$ cat src/design/rom_address_substitution_encoder_macros.svh
// assertion macros for the rom address substitution encoder
`ifndef ROM_ADDRESS_SUBSTITUTION_ENCODER_MACROS_SVH
`define ROM_ADDRESS_SUBSTITUTION_ENCODER_MACROS_SVH
// condition holds at every edge out of reset
`define RASE_ALWAYS(label, cond) \
   label: assert property (@(posedge clock) disable iff (reset) (cond)) \
      else $error("assertion failed");
// same-cycle implication
`define RASE_IMPL(label, pre, post) \
   label: assert property (@(posedge clock) disable iff (reset) (pre) |-> (post)) \
      else $error("assertion failed");
// next-cycle implication
`define RASE_NEXT(label, pre, post) \
   label: assert property (@(posedge clock) disable iff (reset) (pre) |=> (post)) \
      else $error("assertion failed");
`endif

$ cat src/design/rase_pkg.sv
// package: constants, types and character mapping of the address substitution encoder
package rase_pkg;
   localparam int AddrBits = 16;
   localparam int RomDepth = 1 << AddrBits;
   localparam int CntW = AddrBits + 1;
   localparam int PairW = AddrBits + 8;

   typedef enum logic [1:0] {
      CMD_LOAD = 2'd0,
      CMD_BUILD = 2'd1,
      CMD_ENCODE = 2'd2,
      CMD_QUERY = 2'd3
   } cmd_type;

   localparam logic [1:0] MODE_PETSCII = 2'd1;
   localparam logic [1:0] MODE_EBCDIC = 2'd2;
   localparam logic KIND_ADDRESS = 1'b0;
   localparam logic KIND_COUNTS = 1'b1;
   localparam logic CSR_MODE = 1'b0;
   localparam logic CSR_SUBST = 1'b1;

   typedef struct packed {
      logic drop;
      logic [7:0] code;
   } map_type;

   typedef struct packed {
      logic start;
      logic [31:0] dividend;
      logic [CntW-1:0] divisor;
   } div_req_type;

   typedef struct packed {
      logic done;
      logic [CntW-1:0] remainder;
   } div_rsp_type;

   function automatic map_type ebcdic_lookup(input logic [7:0] c);
      map_type m;
      m.drop = 1'b0;
      m.code = 8'd0;
      case (c) inside
         8'h40: m.code = 8'd32;
         8'h4B: m.code = 8'd46;
         8'h4C: m.code = 8'd60;
         8'h4D: m.code = 8'd40;
         8'h4E: m.code = 8'd43;
         8'h4F: m.code = 8'd124;
         8'h50: m.code = 8'd38;
         8'h5A: m.code = 8'd33;
         8'h5B: m.code = 8'd36;
         8'h5D: m.code = 8'd41;
         8'h5E: m.code = 8'd59;
         8'h60: m.code = 8'd45;
         8'h61: m.code = 8'd47;
         8'h6B: m.code = 8'd44;
         8'h6C: m.code = 8'd37;
         8'h6D: m.code = 8'd95;
         8'h6E: m.code = 8'd62;
         8'h6F: m.code = 8'd63;
         8'h79: m.code = 8'd96;
         8'h7A: m.code = 8'd58;
         8'h7B: m.code = 8'd35;
         8'h7C: m.code = 8'd64;
         8'h7D: m.code = 8'd39;
         8'h7E: m.code = 8'd61;
         8'h7F: m.code = 8'd34;
         [8'h81:8'h89]: m.code = c - 8'd32;
         [8'h91:8'h99]: m.code = c - 8'd39;
         [8'hA2:8'hA9]: m.code = c - 8'd47;
         [8'hC1:8'hC9]: m.code = c - 8'd128;
         [8'hD1:8'hD9]: m.code = c - 8'd135;
         [8'hE2:8'hE9]: m.code = c - 8'd143;
         [8'hF0:8'hF9]: m.code = c - 8'd192;
         default: m.drop = 1'b1;
      endcase
      return m;
   endfunction

   function automatic map_type map_char(input logic [1:0] mode, input logic [8:0] subst,
                                        input logic [7:0] c);
      map_type m;
      m.drop = 1'b0;
      m.code = c;
      if (mode == MODE_PETSCII) begin
         m.drop = (c < 8'd32) || (c > 8'd95);
      end else if (mode == MODE_EBCDIC) begin
         m = ebcdic_lookup(c);
      end
      if (m.drop && (mode == MODE_PETSCII || mode == MODE_EBCDIC)) begin
         m.drop = subst[8];
         m.code = subst[7:0];
      end
      return m;
   endfunction
endpackage

$ cat src/design/rase_div.sv
// bit-serial remainder unit, one quotient bit per cycle
module rase_div (
   input logic clock,
   input logic reset,
   input rase_pkg::div_req_type div_req,
   output rase_pkg::div_rsp_type div_rsp
);
   import rase_pkg::*;

   logic busy_ff, busy_in;
   logic done_ff, done_in;
   logic [4:0] step_ff, step_in;
   logic [31:0] quo_ff, quo_in;
   logic [CntW-1:0] rem_ff, rem_in;
   logic [CntW-1:0] div_ff, div_in;
   logic [CntW:0] trial;

   always_comb begin
      busy_in = busy_ff;
      done_in = 1'b0;
      step_in = step_ff;
      quo_in = quo_ff;
      rem_in = rem_ff;
      div_in = div_ff;
      trial = {rem_ff, quo_ff[31]};
      if (div_req.start) begin
         busy_in = 1'b1;
         step_in = 5'd0;
         quo_in = div_req.dividend;
         rem_in = '0;
         div_in = div_req.divisor;
      end else if (busy_ff) begin
         quo_in = {quo_ff[30:0], 1'b0};
         if (trial >= {1'b0, div_ff}) begin
            rem_in = CntW'(trial - {1'b0, div_ff});
         end else begin
            rem_in = trial[CntW-1:0];
         end
         step_in = step_ff + 5'd1;
         if (step_ff == 5'd31) begin
            busy_in = 1'b0;
            done_in = 1'b1;
         end
      end
   end

   always_ff @(posedge clock) begin
      if (reset) begin
         busy_ff <= 1'b0;
         done_ff <= 1'b0;
      end else begin
         busy_ff <= busy_in;
         done_ff <= done_in;
      end
      step_ff <= step_in;
      quo_ff <= quo_in;
      rem_ff <= rem_in;
      div_ff <= div_in;
   end

   assign div_rsp.done = done_ff;
   assign div_rsp.remainder = rem_ff;
endmodule

$ cat config.mk
export PLATFORM = sky130hd
export DESIGN_NAME = rase_div
export DESIGN_NICKNAME = d
export VERILOG_FILES = /design/src/design/rom_address_substitution_encoder_macros.svh /design/src/design/rase_pkg.sv /design/src/design/rase_div.sv
export SDC_FILE = /design/constraint.sdc
export NUM_CORES = 1
export LEC_CHECK = 0
export ABC_AREA = 1
export BUFFER_PORTS_ARGS = -buffer_cell sky130_fd_sc_hd__buf_2
export CAP_MARGIN = 20
export CORE_UTILIZATION = 60
export DETAILED_ROUTE_END_ITERATION = 10
export PLACE_DENSITY = 0.84
export REMOVE_ABC_BUFFERS = 1
export SETUP_SLACK_MARGIN = 0.2
export SYNTH_ARGS = -nofsm -noshare
export SYNTH_HDL_FRONTEND = slang
export SYNTH_SLANG_ARGS = --single-unit
export TNS_END_PERCENT = 30
$ cat constraint.sdc
create_clock -name clock -period 3.9 [get_ports clock]
set_input_delay 0 -clock clock [delete_from_list [all_inputs] [get_ports clock]]
set_output_delay 0 -clock clock [all_outputs]
set_load 0.005 [all_outputs]
==> out/metrics.csv, run 1 <==
metric,value,unit
cts_root_buffer,clkbuf_8,
start_util,62.1,%
vias,3913,
critical_path_required,4.18,ns
cp-end-kind,flip-flop,
grt_pass1_vias,3778,
power_leakage,2.76,nW
critical_path_class,flip-flop to flip-flop,
rows,30,
gp_congestion,0.931,
tns,0,ns
antenna_found_initial,0,
diodes,0,
slew_violations,0,
yosysMostFrequentCell,nand2_1,
overflow,0,
nets,732,
ir_drop,0.000265,V
cp_max_fo,18,
synth_area_leaders,"edfxtp_1, nand2_1, dfxtp_1",
syn_area,4190,sq um
ys_top_cells_by_count,"nand2_1, inv_1, edfxtp_1",
min_period_over_period,57.1,%
grt_usage,31.3,%
port_buffers,69,
fmax,449,MHz
synth.distinct_cells,36,
setup_viol,0,
rsz0062_at_grt,false,
yosysWarnings,0,
grt_max_degree,41,
syn_inst,541,
area_growth,25.1,%
layout-drive-gt1-share,16.2,%
setup_slack,1.67,ns
syn_avg_cell_area,7.75,sq um
fin_skew,0.00489,ns
first_pass_iters,6,
timing.slew.headroom,40.0,%
fp.coreArea,6760,sq um
clkTransAtPathRegs,0.08,ns
n_fill_cell,482,
via_per_inst,5.25,
ios,70,
clock_latency,0.35,ns
yosys_most_used_dff,edfxtp_1,
worstPathArrival,2.50,ns
wl_per_cell,14.1,um
start_kind,flip-flop,
synth_top_area_cell,edfxtp_1,
grt_pass1_wl,17600,um
cts_sinks,73,
pre_cts_ws,1.68,ns
drtIter0Drc,260,
die_h,85.6,um
tightest_slew,0.895,ns
dpl.hpwl,6040,um
cts_tree,built,
hold_violations,0,
routed_wl,10500,um
cts_resized,0,
maxCapViolations,0,
async_flop_share,0,%
clk_path_buf_depth,2,
cts_buffers,9,
synth_edf_count,49,
hold_path_class,primary input to flip-flop,
cts_hold_buf,50,
drc,0,
htreeDepth,3,
ys_seq_area_share,46.5,%
power.density,321,nW/um^2
yosysTopAreaCellShare,35.1,%
postCtsSetupRepairBufs,0,
die-width,85.6,um
outcome,"finished, final reports clean",
ant_nets,0,
dieArea,7330,sq um
ys_seq_elements,73,
period_needed,2.23,ns
==> sequential cells by signal (all words and copies together) (netlist names) <==
name / flops
quo_ff: 32
div_ff: 17
rem_ff: 17
step_ff: 5
busy_ff: 1
done_ff: 1
==> worst paths after layout <==
| check | depth (start not counted) | start | slack [ns] | to |
|---|---|---|---|---|
| worst max-delay path | 10 | rem_ff[14] | 1.67 | rem_ff[3] |
| worst min-delay path | 1 | div_req[49] | 0.11 | div_ff[10] |
| worst max register to register | 10 | rem_ff[14] | 1.67 | rem_ff[3] |
| worst min register to register | 2 | rem_ff[16] | 0.49 | rem_ff[16] |
==> layer usage <==
layer	vias up	global-route usage, %	part of all wire, %
li1	1938	-	-
met1	1789	37.5	41
met2	166	55.9	50
met3	20	7.41	6.6
met4	0	9.70	1.7
met5	-	0	0
==> power breakdown <==
part | total, W | internal [W] | leakage [nW] | switching [W]
Clock | 0.000528 | 0.000230 | 0.0793 | 0.000298
Combinational | 0.000250 | 0.000106 | 1.99 | 0.000144
Sequential | 0.000906 | 0.000887 | 0.689 | 0.0000187
==> critical path: stages, from the launching register on <==
cell     delay, ns
dfxtp_1       0.34
ha_1          0.35
a21oi_1       0.21
nor2_1        0.07
nor2_1        0.10
nand2_1       0.09
nor2_4        0.41
nand2_4       0.27
nand2_1       0.12
nand3_1       0.07
o21ai_0       0.10
==> per-stage QoR <==
step	hold slack, ns	power [W]	std cells	instance area (sq um)	utilization (%)
floorplan	0.0763	0.00104	527	4110	-
global placement	0.176	0.00111	679	4580	67.8
detailed placement	0.178	0.00112	679	4580	67.8
CTS	0.0972	0.00167	745	5250	77.7
global route	0.0948	0.00175	745	5250	77.7
finish	0.105	0.00168	745	5250	77.7
==> layout by cell type (no fill, tap or decap), types with 2 or more instances in the layout <==
cell type	instances
nand2_1	223
inv_1	84
buf_2	69
dlygate4sd3_1	50
edfxtp_1	49
nand3_1	38
dfxtp_1	24
ha_1	19
nor2_1	18
a21oi_1	11
clkbuf_8	9
nand3_2	8
o21ai_0	8
nor3_1	7
nand3b_1	6
nand2_2	5
xnor2_1	5
buf_4	3
inv_2	2
nor2_4	2
nand2_4	2
xor2_1	2
nand4_1	2
clkbuf_1	2
clkinvlp_4	2
clkinv_2	2
==> area by class of cell <==
class / instances / area [sq um] / share of cell area (%)
well taps: 80 / 100 / 1.91
clock buffers: 11 / 131 / 2.50
repair buffers: 122 / 868 / 16.5
clock inverters: 5 / 33.8 / 0.644
flip-flops and latches: 73 / 1950 / 37.2
multi-input cells: 367 / 1840 / 35.0
inverters: 87 / 327 / 6.22
==> cells by family after synthesis <==
kind of cell / after synthesis / synth area share [%]
adder cells (fa/ha/maj): 20 / 6.15
AND/OR/NAND/NOR: 316 / 33.0
XOR/XNOR: 7 / 1.46
flip-flops: 73 / 46.5
AO/OA/AOI/OAI: 24 / 3.13
buffers and inverters: 101 / 9.70
Note: power is estimated with default switching activity, not from simulation.
==> inputs of run 2 (changes only) <==
--- a/config.mk
+++ b/config.mk
@@ -5,12 +5,12 @@
 export SDC_FILE = /design/constraint.sdc
 export NUM_CORES = 1
 export LEC_CHECK = 0
-export ABC_AREA = 1
+export ABC_AREA = 0
 export BUFFER_PORTS_ARGS = -buffer_cell sky130_fd_sc_hd__buf_2
 export CAP_MARGIN = 20
-export CORE_UTILIZATION = 60
+export CORE_UTILIZATION = 50
 export DETAILED_ROUTE_END_ITERATION = 10
-export PLACE_DENSITY = 0.84
+export PLACE_DENSITY = 0.76
 export REMOVE_ABC_BUFFERS = 1
 export SETUP_SLACK_MARGIN = 0.2
 export SYNTH_ARGS = -nofsm -noshare
==> constraint.sdc (replaced) <==
create_clock -name clock -period 1.8 [get_ports clock]
set_input_delay 0 -clock clock [delete_from_list [all_inputs] [get_ports clock]]
set_output_delay 0 -clock clock [all_outputs]
set_load 0.005 [all_outputs]
==> out/metrics.csv, run 2 <==
metric,value,unit
top_register,quo_ff,
start_util,52.0,%
critical_path_required,2.04,ns
fp.coreArea,7330,sq um
synth_top_area_cell,edfxtp_1,
nets,587,
via_per_inst,5.25,
clock_latency,0.35,ns
drtIter0Drc,172,
total_power,0.00463,W
utilization,75.4,%
period_needed,2.54,ns
r2r_start,quo_ff[31],
multiInputGateArea,1700,sq um
yosysWarnings,0,
hp-start,reset,
synth_edf_count,49,
grt_pass1_vias,3394,
path_cells,"inv_1, ha_2, inv_2, fa_2, a21o_1, a221o_1, a22oi_2, o21a_4, buf_12, buf_12, a311o_1, a21oi_1",
clkTransAtPathRegs,0.07,ns
routed_wl,9750,um
seq_power_share,43.7,%
async_flop_share,0,%
largest_reg_flops,32,
timing.slew.headroom,66.2,%
synth_top_family_by_area,compound AO/OA/AOI/OAI gates,
violations,setup timing,
cts_buffers,9,
first_pass_iters,4,
layout-drive-gt1-share,37.3,%
overflow,0,
max_stage_delay,0.39,ns
power_frac_clock,27.3,%
critical_path_class,flip-flop to flip-flop,
yosysMostFrequentCell,edfxtp_1,
start_kind,flip-flop,
power.density,838,nW/um^2
netSwitchingFraction,27.7,%
cts_sinks,73,
min_period_over_period,141,%
die-width,89.3,um
dieArea,7980,sq um
layout_common_cells,"buf_2, buf_4, dlygate4sd3_1, edfxtp_1, mux2_2",
rsz0062_at_grt,true,
maxCapViolations,0,
wl_per_cell,15.8,um
synth.distinct_cells,52,
vias,3248,
clk_path_buf_depth,2,
synth_mux_area_share,11.5,%
area_growth,44.9,%
ys_top_cells_by_count,"edfxtp_1, mux2_2, nor2_1",
syn_area,3810,sq um
synthSimpleGateAreaFrac,8.24,%
ys_seq_area_share,51.2,%
seq_area,1950,sq um
cp-end-kind,flip-flop,
synth_xor_area_share,3.91,%
fmax,394,MHz
p_sw,0.00128,W
slew_violations,0,
cp_max_fo,6,
pwr-share-comb,29.0,%
cts_tree,built,
synth_compound_area_share,13.3,%
diodes,0,
critical_path_buf_inv_count,4,
syn_inst,328,
layout.cells.most_common,buf_2,
drc,0,
yosysTopAreaCellShare,38.6,%
setup_viol,17,
n_fill_cell,500,
cpMaxStageDelayCell,edfxtp_1,
die_h,89.3,um
cts_root_buffer,clkbuf_8,
gp_congestion,0.877,
outcome,finished with violations,
yosys_most_used_dff,edfxtp_1,
synthAdderAreaFrac,6.76,%
grt_pass1_wl,15500,um
setup_slack,-0.740,ns
worstPathArrival,2.78,ns
tightest_slew,0.505,ns
htreeDepth,3,
antenna_found_initial,0,
ios,70,
hold_violations,0,
cp_top_family,compound AO/OA/AOI/OAI gates,
fin_skew,0.00603,ns
ys_seq_elements,73,
hold_path_class,primary input to flip-flop,
port_buffers,69,
grt_usage,26.7,%
synth_area_leaders,"edfxtp_1, dfxtp_1, mux2_2",
ir_drop,0.000577,V
ant_nets,0,
top_regs,"quo_ff (32), div_ff (17), rem_ff (17)",
power_leakage,2.49,nW
cp-startpoint,quo_ff[31],
intPower,0.00335,W
rows,31,
syn_avg_cell_area,11.6,sq um
critPathMostFrequentCell,buf_12,
dpl.hpwl,6130,um
grt_max_degree,33,
-- run 2: changes by cell type after synthesis, sizes merged, moves of 9 or more --
cell,before,now
nand2,230,10
nor2,21,30
inv,86,26
mux2i,0,9
a211oi,1,10
mux2,0,31
nand3,46,4
-- run 2: worst register-to-register path, cell delays in order, from the launching register on --
cell      delay, ns
edfxtp_1       0.39
inv_1          0.08
ha_2           0.18
inv_2          0.04
fa_2           0.33
a21o_1         0.20
a221o_1        0.34
a22oi_2        0.21
o21a_4         0.18
buf_12         0.13
buf_12         0.10
a311o_1        0.19
a21oi_1        0.06
-- run 2: kinds of logic after synthesis --
logic type	after synthesis
flops	73
compound gates	69
simple gates	66
buf+inv	43
mux	40
fa+ha+maj	20
xor+xnor	17
-- run 2: layer usage --
| metal | share of wire (%) | vias to the layer above | global-route usage, % |
|---|---|---|---|
| met2 | 52 | 101 | 49.3 |
| met5 | 0 | - | 0 |
| met4 | 2.9 | 0 | 13.6 |
| met3 | 4.9 | 25 | 5.45 |
| li1 | - | 1593 | - |
| met1 | 40 | 1529 | 28.9 |
-- run 2: path summary, 6_finish.rpt --
path              slack [ns]         end  cells past startpoint
setup / recovery       -0.74  rem_ff[14]                     12
hold reg to reg         0.52  step_ff[4]                      2
hold / removal          0.36     busy_ff                      3
setup reg to reg       -0.74  rem_ff[14]                     12
-- run 2: timing repair --
item                                   CTS  global route
pin swaps                                8             6
setup buffers                            3             0
gates resized for setup                  7             1
gates cloned                             2             0
hold buffers                            51             0
setup endpoints to repair               17            17
endpoints found under the hold margin   56             0
-- run 2: power groups by stage --
stage / sequential (W) / clock (W) / combinational (W)
global route: 0.00204 / 0.00136 / 0.00146
CTS: 0.00202 / 0.00126 / 0.00132
global placement: 0.00205 / 0 / 0.00110
floorplan: 0.00207 / 0 / 0.000594
finish: 0.00202 / 0.00126 / 0.00135
detailed placement: 0.00206 / 0 / 0.00113
-- run 2: per-stage QoR --
stage | area [sq um] | setup WS (ns) | hold WS [ns] | instances | TNS, ns
final | 5530 | -0.740 | 0.355 | 619 | -10.99
after CTS | 5520 | -0.712 | 0.346 | 619 | -11.37
after detailed placement | 4730 | -0.726 | 0.178 | 547 | -11.60
after floorplan | 3720 | -0.604 | 0.0721 | 311 | -20.59
after global routing | 5530 | -0.877 | 0.352 | 619 | -13.59
after global placement | 4730 | -0.670 | 0.177 | 547 | -10.60
-- run 2: layout make-up --
class                   count  share of cell area, %
well taps                  99                   2.24
clock inverters             3                  0.770
flip-flops and latches     73                   35.3
multi-input cells         213                   30.8
repair buffers            192                   26.6
inverters                  26                   1.77
clock buffers              13                   2.51
